**src/design/c8lu_pkg.sv**
```systemverilog
// Package for the 8-bit CPU load unit: operation codes, register indexes,
// result codes and the I/O page base. No dependencies.
`timescale 1ns / 1ps
`default_nettype none

package c8lu_pkg;

    localparam int unsigned NUM_REGS = 7;

    localparam logic [15:0] IO_PAGE = 16'hFF00;

    typedef enum logic [2:0] {
        MODE_REG_REG = 3'd0,
        MODE_REG_IMM = 3'd1,
        MODE_REG_MEM = 3'd2,
        MODE_MEM_REG = 3'd3,
        MODE_MEM_IMM = 3'd4,
        MODE_HL_SPN  = 3'd5
    } mode_t;

    typedef enum logic [2:0] {
        PTR_HL     = 3'd0,
        PTR_BC     = 3'd1,
        PTR_DE     = 3'd2,
        PTR_IMM16  = 3'd3,
        PTR_IO_C   = 3'd4,
        PTR_IO_IMM = 3'd5,
        PTR_HL_DEC = 3'd6,
        PTR_HL_INC = 3'd7
    } ptr_t;

    typedef enum logic [2:0] {
        REG_A = 3'd0,
        REG_B = 3'd1,
        REG_C = 3'd2,
        REG_D = 3'd3,
        REG_E = 3'd4,
        REG_H = 3'd5,
        REG_L = 3'd6
    } reg_idx_t;

    typedef enum logic [1:0] {
        ACC_NONE  = 2'd0,
        ACC_READ  = 2'd1,
        ACC_WRITE = 2'd2
    } access_t;

    typedef enum logic [1:0] {
        ST_DONE    = 2'd0,
        ST_PENDING = 2'd1,
        ST_REFUSED = 2'd2
    } status_t;

    localparam logic CMD_INSTR  = 1'b0;
    localparam logic CMD_RETURN = 1'b1;

    // Members run from the highest tdata field down, so mode lands in the low bits.
    typedef struct packed {
        logic [15:0] stack_pointer;
        logic [7:0]  read_data;
        logic [15:0] imm_word;
        logic [7:0]  imm_byte;
        logic [2:0]  pointer_mode;
        logic [2:0]  src_reg;
        logic [2:0]  dst_reg;
        logic [2:0]  mode;
    } item_t;

endpackage

`default_nettype wire

```
**src/design/cpu_8bit_load_unit.sv**
```systemverilog
// Channel  | dir | tdata (low bit up)                              | tuser
// s_       | in  | mode,dst,src,ptr,imm8,imm16,rdata,sp (60 of 64)  | command
// m_       | out | addr,wdata,value,flags,status (46 of 48)         | access_kind
//
// One beat per cycle in and out while m_ is not stalled; a beat lands in an
// input register, is executed against the register file as it moves on and
// shows in the output register.
// Reset (aresetn low, synchronous) clears registers, flags and pending read.
// A stall on m_ holds the output register; the input register still takes
// a beat while the output waits, then s_tready drops until m_tready returns.
//
// Load/store unit top level; depends on c8lu_pkg.
`timescale 1ns / 1ps
`default_nettype none

module cpu_8bit_load_unit (
    input  wire logic        aclk,
    input  wire logic        aresetn,
    input  wire logic        s_tvalid,
    output logic             s_tready,
    // mode[2:0], dst_reg[5:3], src_reg[8:6], pointer_mode[11:9], imm_byte[19:12],
    // imm_word[35:20], read_data[43:36], stack_pointer[59:44], zero pad
    input  wire logic [63:0] s_tdata,
    // command[0]
    input  wire logic [0:0]  s_tuser,
    output logic             m_tvalid,
    input  wire logic        m_tready,
    // access_address[15:0], write_data[23:16], written_value[39:24],
    // flags_value[43:40], status[45:44], zero pad
    output logic [47:0]      m_tdata,
    // access_kind[1:0]
    output logic [1:0]       m_tuser
);

    // Input register.
    logic            in_valid_reg;
    logic            in_cmd_reg;
    c8lu_pkg::item_t in_item_reg;

    // Architectural state.
    logic [7:0] regs_reg [c8lu_pkg::NUM_REGS];
    logic [3:0] flags_reg;
    logic       pend_reg;
    logic [2:0] pend_dst_reg;

    // Output register.
    logic        out_valid_reg;
    logic [1:0]  out_kind_reg;
    logic [15:0] out_addr_reg;
    logic [7:0]  out_wdata_reg;
    logic [15:0] out_value_reg;
    logic [3:0]  out_flags_reg;
    logic [1:0]  out_status_reg;

    logic advance;
    assign advance  = in_valid_reg && (!out_valid_reg || m_tready);
    assign s_tready = !in_valid_reg || advance;

    always_ff @(posedge aclk) begin
        if (!aresetn) begin
            in_valid_reg <= 1'b0;
        end else if (s_tready) begin
            in_valid_reg <= s_tvalid;
        end
        if (s_tready && s_tvalid) begin
            in_cmd_reg  <= s_tuser[0];
            in_item_reg <= c8lu_pkg::item_t'(s_tdata[59:0]);
        end
    end

    // Execute.
    logic [1:0]  res_kind;
    logic [15:0] res_addr;
    logic [7:0]  res_wdata;
    logic [15:0] res_value;
    logic [3:0]  flags_next;
    logic [1:0]  res_status;
    logic        pend_next;
    logic [2:0]  pend_dst_next;
    logic        wr_dst_en;
    logic [2:0]  wr_dst_idx;
    logic [7:0]  wr_dst_data;
    logic        wr_hl_en;
    logic [15:0] wr_hl_data;

    logic [7:0]  src_val;
    logic [15:0] hl_val;
    logic [15:0] ptr_addr;
    logic [15:0] hl_step;
    logic        hl_changes;
    logic [15:0] spn_sum;
    logic [4:0]  half_sum;
    logic [8:0]  low_sum;
    logic        refuse;
    c8lu_pkg::item_t it;

    always_comb begin
        it       = in_item_reg;
        src_val  = (it.src_reg < 3'(c8lu_pkg::NUM_REGS)) ? regs_reg[it.src_reg] : 8'h00;
        hl_val   = {regs_reg[c8lu_pkg::REG_H], regs_reg[c8lu_pkg::REG_L]};
        spn_sum  = it.stack_pointer + {{8{it.imm_byte[7]}}, it.imm_byte};
        half_sum = {1'b0, it.stack_pointer[3:0]} + {1'b0, it.imm_byte[3:0]};
        low_sum  = {1'b0, it.stack_pointer[7:0]} + {1'b0, it.imm_byte};

        hl_changes = 1'b0;
        hl_step    = 16'h0000;
        unique case (it.pointer_mode)
            c8lu_pkg::PTR_HL:     ptr_addr = hl_val;
            c8lu_pkg::PTR_BC:     ptr_addr = {regs_reg[c8lu_pkg::REG_B],
                                              regs_reg[c8lu_pkg::REG_C]};
            c8lu_pkg::PTR_DE:     ptr_addr = {regs_reg[c8lu_pkg::REG_D],
                                              regs_reg[c8lu_pkg::REG_E]};
            c8lu_pkg::PTR_IMM16:  ptr_addr = it.imm_word;
            c8lu_pkg::PTR_IO_C:   ptr_addr = c8lu_pkg::IO_PAGE |
                                             {8'h00, regs_reg[c8lu_pkg::REG_C]};
            c8lu_pkg::PTR_IO_IMM: ptr_addr = c8lu_pkg::IO_PAGE | {8'h00, it.imm_byte};
            c8lu_pkg::PTR_HL_DEC: begin
                ptr_addr   = hl_val;
                hl_step    = hl_val - 16'd1;
                hl_changes = 1'b1;
            end
            c8lu_pkg::PTR_HL_INC: begin
                ptr_addr   = hl_val;
                hl_step    = hl_val + 16'd1;
                hl_changes = 1'b1;
            end
            default: ptr_addr = hl_val;
        endcase

        refuse = pend_reg || (it.mode > c8lu_pkg::MODE_HL_SPN) ||
                 ((it.mode == c8lu_pkg::MODE_REG_REG || it.mode == c8lu_pkg::MODE_REG_IMM ||
                   it.mode == c8lu_pkg::MODE_REG_MEM) &&
                  it.dst_reg >= 3'(c8lu_pkg::NUM_REGS)) ||
                 ((it.mode == c8lu_pkg::MODE_REG_REG || it.mode == c8lu_pkg::MODE_MEM_REG) &&
                  it.src_reg >= 3'(c8lu_pkg::NUM_REGS));

        res_kind      = c8lu_pkg::ACC_NONE;
        res_addr      = 16'h0000;
        res_wdata     = 8'h00;
        res_value     = 16'h0000;
        res_status    = c8lu_pkg::ST_DONE;
        flags_next    = flags_reg;
        pend_next     = pend_reg;
        pend_dst_next = pend_dst_reg;
        wr_dst_en     = 1'b0;
        wr_dst_idx    = it.dst_reg;
        wr_dst_data   = 8'h00;
        wr_hl_en      = 1'b0;
        wr_hl_data    = hl_step;

        if (in_cmd_reg == c8lu_pkg::CMD_RETURN) begin
            if (!pend_reg || pend_dst_reg >= 3'(c8lu_pkg::NUM_REGS)) begin
                res_status = c8lu_pkg::ST_REFUSED;
            end else begin
                wr_dst_en   = 1'b1;
                wr_dst_idx  = pend_dst_reg;
                wr_dst_data = it.read_data;
                pend_next   = 1'b0;
                res_value   = {8'h00, it.read_data};
            end
        end else if (refuse) begin
            res_status = c8lu_pkg::ST_REFUSED;
        end else begin
            unique case (it.mode)
                c8lu_pkg::MODE_REG_REG: begin
                    wr_dst_en   = 1'b1;
                    wr_dst_data = src_val;
                    res_value   = {8'h00, src_val};
                end
                c8lu_pkg::MODE_REG_IMM: begin
                    wr_dst_en   = 1'b1;
                    wr_dst_data = it.imm_byte;
                    res_value   = {8'h00, it.imm_byte};
                end
                c8lu_pkg::MODE_HL_SPN: begin
                    flags_next = {2'b00, half_sum[4], low_sum[8]};
                    wr_hl_en   = 1'b1;
                    wr_hl_data = spn_sum;
                    res_value  = spn_sum;
                end
                c8lu_pkg::MODE_REG_MEM: begin
                    wr_hl_en      = hl_changes;
                    pend_next     = 1'b1;
                    pend_dst_next = it.dst_reg;
                    res_kind      = c8lu_pkg::ACC_READ;
                    res_addr      = ptr_addr;
                    res_value     = hl_changes ? hl_step : 16'h0000;
                    res_status    = c8lu_pkg::ST_PENDING;
                end
                default: begin
                    // Stores: a stored H or L is taken before the pointer update.
                    wr_hl_en  = hl_changes;
                    res_kind  = c8lu_pkg::ACC_WRITE;
                    res_addr  = ptr_addr;
                    res_wdata = (it.mode == c8lu_pkg::MODE_MEM_REG) ? src_val : it.imm_byte;
                    res_value = hl_changes ? hl_step : 16'h0000;
                end
            endcase
        end
    end

    always_ff @(posedge aclk) begin
        if (!aresetn) begin
            for (int i = 0; i < int'(c8lu_pkg::NUM_REGS); i++) begin
                regs_reg[i] <= 8'h00;
            end
            flags_reg    <= 4'h0;
            pend_reg     <= 1'b0;
            pend_dst_reg <= 3'd0;
        end else if (advance) begin
            if (wr_dst_en) begin
                regs_reg[wr_dst_idx] <= wr_dst_data;
            end
            if (wr_hl_en) begin
                regs_reg[c8lu_pkg::REG_H] <= wr_hl_data[15:8];
                regs_reg[c8lu_pkg::REG_L] <= wr_hl_data[7:0];
            end
            flags_reg    <= flags_next;
            pend_reg     <= pend_next;
            pend_dst_reg <= pend_dst_next;
        end
    end

    always_ff @(posedge aclk) begin
        if (!aresetn) begin
            out_valid_reg <= 1'b0;
        end else if (advance) begin
            out_valid_reg <= 1'b1;
        end else if (m_tready) begin
            out_valid_reg <= 1'b0;
        end
        if (advance) begin
            out_kind_reg   <= res_kind;
            out_addr_reg   <= res_addr;
            out_wdata_reg  <= res_wdata;
            out_value_reg  <= res_value;
            out_flags_reg  <= flags_next;
            out_status_reg <= res_status;
        end
    end

    assign m_tvalid = out_valid_reg;
    assign m_tuser  = out_kind_reg;
    assign m_tdata  = {2'b00, out_status_reg, out_flags_reg, out_value_reg,
                       out_wdata_reg, out_addr_reg};

`ifndef NO_ASSERTIONS
    a_pend_set: assert property (@(posedge aclk) disable iff (!aresetn)
        advance && res_status == c8lu_pkg::ST_PENDING |=> pend_reg)
        else $error("read issued without pending flag set");

    a_read_status: assert property (@(posedge aclk) disable iff (!aresetn)
        m_tvalid |-> ((m_tuser == c8lu_pkg::ACC_READ) ==
                      (m_tdata[45:44] == c8lu_pkg::ST_PENDING)))
        else $error("read access and pending status disagree");

    a_refused_idle: assert property (@(posedge aclk) disable iff (!aresetn)
        advance && pend_reg && in_cmd_reg == c8lu_pkg::CMD_INSTR
        |=> out_status_reg == c8lu_pkg::ST_REFUSED && out_kind_reg == c8lu_pkg::ACC_NONE)
        else $error("instruction accepted while a read was pending");

    a_ready_empty: assert property (@(posedge aclk) disable iff (!aresetn)
        !in_valid_reg |-> s_tready)
        else $error("input refused while input register empty");
`endif

endmodule

`default_nettype wire

```
**config.mk**
```make
export PLATFORM = sky130hd
export DESIGN_NAME = cpu_8bit_load_unit
export DESIGN_NICKNAME = d
export VERILOG_FILES = /design/src/design/c8lu_pkg.sv /design/src/design/cpu_8bit_load_unit.sv
export SDC_FILE = /design/constraint.sdc
export NUM_CORES = 1
export LEC_CHECK = 0
export ABC_CLOCK_PERIOD_IN_PS = 3900
export BUFFER_PORTS_ARGS = -buffer_cell sky130_fd_sc_hd__buf_4
export CAP_MARGIN = 20
export CORE_MARGIN = 1.5
export CORE_UTILIZATION = 54
export DETAILED_ROUTE_END_ITERATION = 8
export PLACE_DENSITY = 0.83
export SYNTH_ARGS = -nofsm -noshare
export SYNTH_HDL_FRONTEND = slang
export SYNTH_SLANG_ARGS = --single-unit
export TNS_END_PERCENT = 20
```
**constraint.sdc**
```tcl
create_clock -name aclk -period 3.9 [get_ports aclk]
set_clock_uncertainty 0.15 [all_clocks]
set_input_delay 0.78 -clock aclk [delete_from_list [all_inputs] [get_ports aclk]]
set_output_delay 0.78 -clock aclk [all_outputs]
set_load 0.05 [all_outputs]
```
== Word level (Yosys, flattened, before mapping) ==
Memory sizes are Yosys's and may differ from the RTL's. A register that Yosys moved wholly into a read port is not among the register bits.
Cells that the tools add are included.
Widths: inputs -> output; s select.

* Bits in registers: 119
* RAM bits: 56
* Input port bits: 69
* Output and inout port bits: 52
* Memories kept: 1

{| class="wikitable"
|+ Memories
! memory !! words !! bits a word !! read ports !! clocked after memory_dff !! write ports !! RTL line !! source
|-
| regs_reg || 7 || 8 || 7 || 1 || 7 || cpu_8bit_load_unit.sv:41 || <nowiki>logic [7:0] regs_reg [c8lu_pkg::NUM_REGS];</nowiki>
|}

* Add/sub/neg operators: 5
* Order comparisons: 5
* Equal/unequal tests: 13
* Mux-type cells: 55
* Bitwise gates (word level): 4
* Reductions and logical operators: 30

{| class="wikitable"
|+ Operators by type and width
! kind !! number
|-
| $mux 16 || 6
|-
| $pmux 16 s6 || 1
|-
| $mux 8 || 9
|-
| $pmux 16 s3 || 1
|-
| $pmux 16 s2 || 1
|-
| $mux 1 || 24
|-
| $add 16x1->16 const B || 1
|-
| $add 16x16->16 || 1
|-
| $pmux 8 s2 || 1
|-
| $sub 16x1->16 const B || 1
|-
| $eq 3x3->1 const B || 5
|-
| $eq 3x2->1 const B || 4
|-
| $mux 3 || 4
|-
| $mux 4 || 3
|-
| $add 8x8->9 || 1
|-
| $ge 3x3->1 const B || 3
|-
| $logic_or 1x1->1 || 9
|-
| $reduce_and 4->1 || 2
|-
| $reduce_or 8->1 || 1
|-
| $eq 3x1->1 const B || 2
|-
| $logic_not 3->1 || 2
|-
| $mux 2 || 3
|-
| $reduce_or 2->1 || 3
|-
| $reduce_or 3->1 || 2
|-
| 13 further kinds || 22
|}

== Logic depth before layout (Yosys ltp) ==
* Word-level depth: 14
* Depth in mapped cells: 11

== Worst setup path before layout ==
Ideal clock, no wire load.

* Path kind: register to register
* Start: reg in_item_reg[9] in the netlist's numbering
* End: mem regs_reg[5][4], data pin
* Setup time: 272 ps
* Arrival time: 3057 ps
* Data required time: 3478 ps
* Setup slack: 421 ps
* Cell stages (with the launch flop): 11
* Clock period less this slack: 3479 ps
* Cell sequence: edfxtp_1 > clkbuf_1 > nand2_1 > fa_1 > a211oi_1 > o21ai_1 > a41oi_1 > o21bai_1 > xor2_1 > a221oi_2 > inv_1

{| class="wikitable"
|+ RTL lines
! element !! RTL line !! source
|-
| start, declared || cpu_8bit_load_unit.sv:38 || <nowiki>c8lu_pkg::item_t in_item_reg;</nowiki>
|-
| start signal, assigned || cpu_8bit_load_unit.sv:67 || <nowiki>in_item_reg <= c8lu_pkg::item_t'(s_tdata[59:0]);</nowiki>
|-
| end, declared || cpu_8bit_load_unit.sv:41 ||
|}

==> results.ini <==
[place]
io_buffers = 114
hpwl_mm = 19.6
gp_congestion = 0.942

[yosys]
ys_warn_count = 0
post_synth_num_cell_types = 77
netlist_top_cells_area = edfxtp_1, ha_1, mux2i_1
synthCells = 810
synth_fa_ha_area_frac = 0.0449
synth_top_area_cell = edfxtp_1
synth_xor_area_frac = 0.0223
synth_top_family_by_area = compound AO/OA/AOI/OAI gates
synth-compound-area-share = 0.153
synth_edf_count = 173
ys_async_sr_fraction = 0
netlist_area_um2 = 9810
muxShareOfSynthArea = 0.0913
synth_ff_type = edfxtp_1
synth.avg_cell_area_um2 = 12.1
synth-seq-area-share = 0.556
synth-simple-area-share = 0.107
synth_top_area_frac = 0.530
synth-seq-cells = 186

[finish]
diodes = 0
area_delta_synth_final_pct = 18.3
drive_above_1_share = 0.228
final_common_cell = edfxtp_1
fin_nets = 1047
final_cell_mix = edfxtp_1, buf_4, nand2_1
largest_reg_flops = 64

[clocking]
post_cts_buffers = 0
cts_hold_buf = 0
clk_latency_ps = 440
clockBufferDepth = 2
cts_inserted_buffers = 17
cts.htree.levels = 4
cts.sinks = 186
cts_tree = built
clkTransAtPathRegs_ps = 60
cts_root_buffer = clkbuf_16

[power]
p_per_area_nw_per_um2 = 412
power.total_mw = 4.78
leakage_nw = 4.54
peakVddDrop_uv = 361

[global_route]
grt_use_total = 0.288
grtUsageMet1 = 0.382
antenna_found_initial = 0
grt_util_met3 = 0.0695
grt_overflow = 0
use_met2 = 0.456
grt_pass1_vias = 7302
grt_pass1_wl_mm = 39.6
busiest_layer = met2
grt_max_degree = 43

[route]
finalWirelength_mm = 26.4
dr_total_vias = 7476
ant_nets = 0
drt_iter0_markers = 832
drc = 0
first_pass_iters = 8
wire_per_inst_um = 22.2
via_per_inst = 6.30

[worst_setup_path]
start_kind = flip-flop
crit_path_cell_trace = and2_1 -> nand2_1 -> buf_4 -> ha_1 -> a21oi_1 -> o21ai_1 -> o2111ai_1 -> a21oi_1 -> or3_1 -> a31oi_2 -> nand2_1
required_ps = 3920
slowest_stage = or3_1
r2r_slack_ps = 280
path_max_fanout = 9
critical-path-max-stage-delay_ps = 440
r2r_cells = 11
end_kind = flip-flop
path_class = flip-flop to flip-flop
r2r-end = regs_reg[7][7]
arrival_ps = 3640
r2r_start = in_item_reg[10]

[min_path]
hp-class = flip-flop to flip-flop
worstHoldPathCells = 2
hold_path.startpoint = pend_reg
hold_path_end = pend_reg

[floorplan]
pin_count = 121
start_util = 0.548
die_area_um2 = 19000
rows = 49
core-area_um2 = 17900
die_w_um = 138
die_h_um = 138

[run]
max_cap_violations = 0

[sta]
max_freq_mhz = 276
rsz0062_at_grt = false
setup_viol_count_final = 0
post-route-period-util = 0.928
tightest_slew_ps = 979
slew_headroom = 0.344
finalCriticalPeriod_ps = 3620
finalMaxSlewViolations = 0
whs_ps = 318
hold_viol = 0
tns_ps = 0

[run_status]
status = completed

[per-stage QoR]
stage / utilization / instances / setup slack (ps) / cell area (um2)
floorplan: - / 819 / 421 / 9840
global placement: 0.616 / 1154 / 311 / 11000
detailed placement: 0.616 / 1154 / 279 / 11000
CTS: 0.647 / 1186 / 261 / 11600
global route: 0.648 / 1186 / 13.8 / 11600
finish: 0.648 / 1186 / 282 / 11600
[per-layer routing]
metal  part of all wire  wire length, um
met5                  0                0
met4              0.032              833
met3              0.092             2440
met2               0.47            12500
met1               0.40            10600
[worst max-delay path: cells and delay by family (launching register included)]
family	cells	cell delay, ps
AOI/OAI and AO/OA	5	1250
adders and majority gates	1	320
buffers and inverters	1	260
DFF	1	360
and+or+nand+nor	4	1020
[cells in the mapped netlist, types with 3 or more instances]
cell,number
a211o_1,3
a211oi_1,9
a21o_1,21
a21oi_1,73
a221oi_1,16
a31oi_1,9
a32o_1,5
a41oi_1,3
and2_1,9
and3_1,7
buf_1,3
buf_2,14
clkbuf_1,15
dfxtp_1,13
edfxtp_1,173
ha_1,32
inv_1,17
mux2_2,11
mux2i_1,37
mux4_1,7
mux4_2,9
nand2_1,86
nand2b_1,8
nand3_1,13
nand4_1,6
nor2_1,69
nor2b_1,6
nor3_1,7
o211ai_1,7
o21ai_0,19
o21ai_1,5
o21bai_1,7
o22ai_1,3
o31ai_1,6
or3_1,3
xnor2_1,12
xor2_1,13
[cells by family after synthesis]
kind of cell / Yosys count
simple gates: 229
compound gates: 217
flops: 186
mux: 65
buf+inv: 53
fa+ha+maj: 34
xor+xnor: 25
other cells: 1
[cell type report]
class	count	area, um2
timing repair buffer	142	1080
clock buffer	20	447
clock inverter	12	116
sequential	186	5460
inverter	17	63.8
fill	1418	6300
tap	229	287
multi-input combinational	580	4160
[power by group]
group / total (mW) / switching, mW / internal [mW]
sequential: 2.35 / 0.0637 / 2.28
clock: 1.67 / 0.765 / 0.904
combinational: 0.770 / 0.483 / 0.287
total: 4.78 / 1.31 / 3.47
[timing repair]
action                                  CTS  global route
resized for setup                         0             2
hold endpoints to repair                  0             0
endpoints found under the setup margin    0             9
[worst max-delay path by stage]
stage	start	endpoint	slack, ps	cells past startpoint
after floorplan	in_item_reg[9]	regs_reg[5][4]	420	10
after global placement	in_item_reg[11]	regs_reg[7][4]	310	10
after detailed placement	in_item_reg[10]	regs_reg[2][4]	280	10
after CTS	in_item_reg[10]	regs_reg[2][4]	260	10
after global routing	in_item_reg[10]	regs_reg[5][7]	10	11
final	in_item_reg[10]	regs_reg[7][7]	280	11
Power figures use the tool's default switching activity.
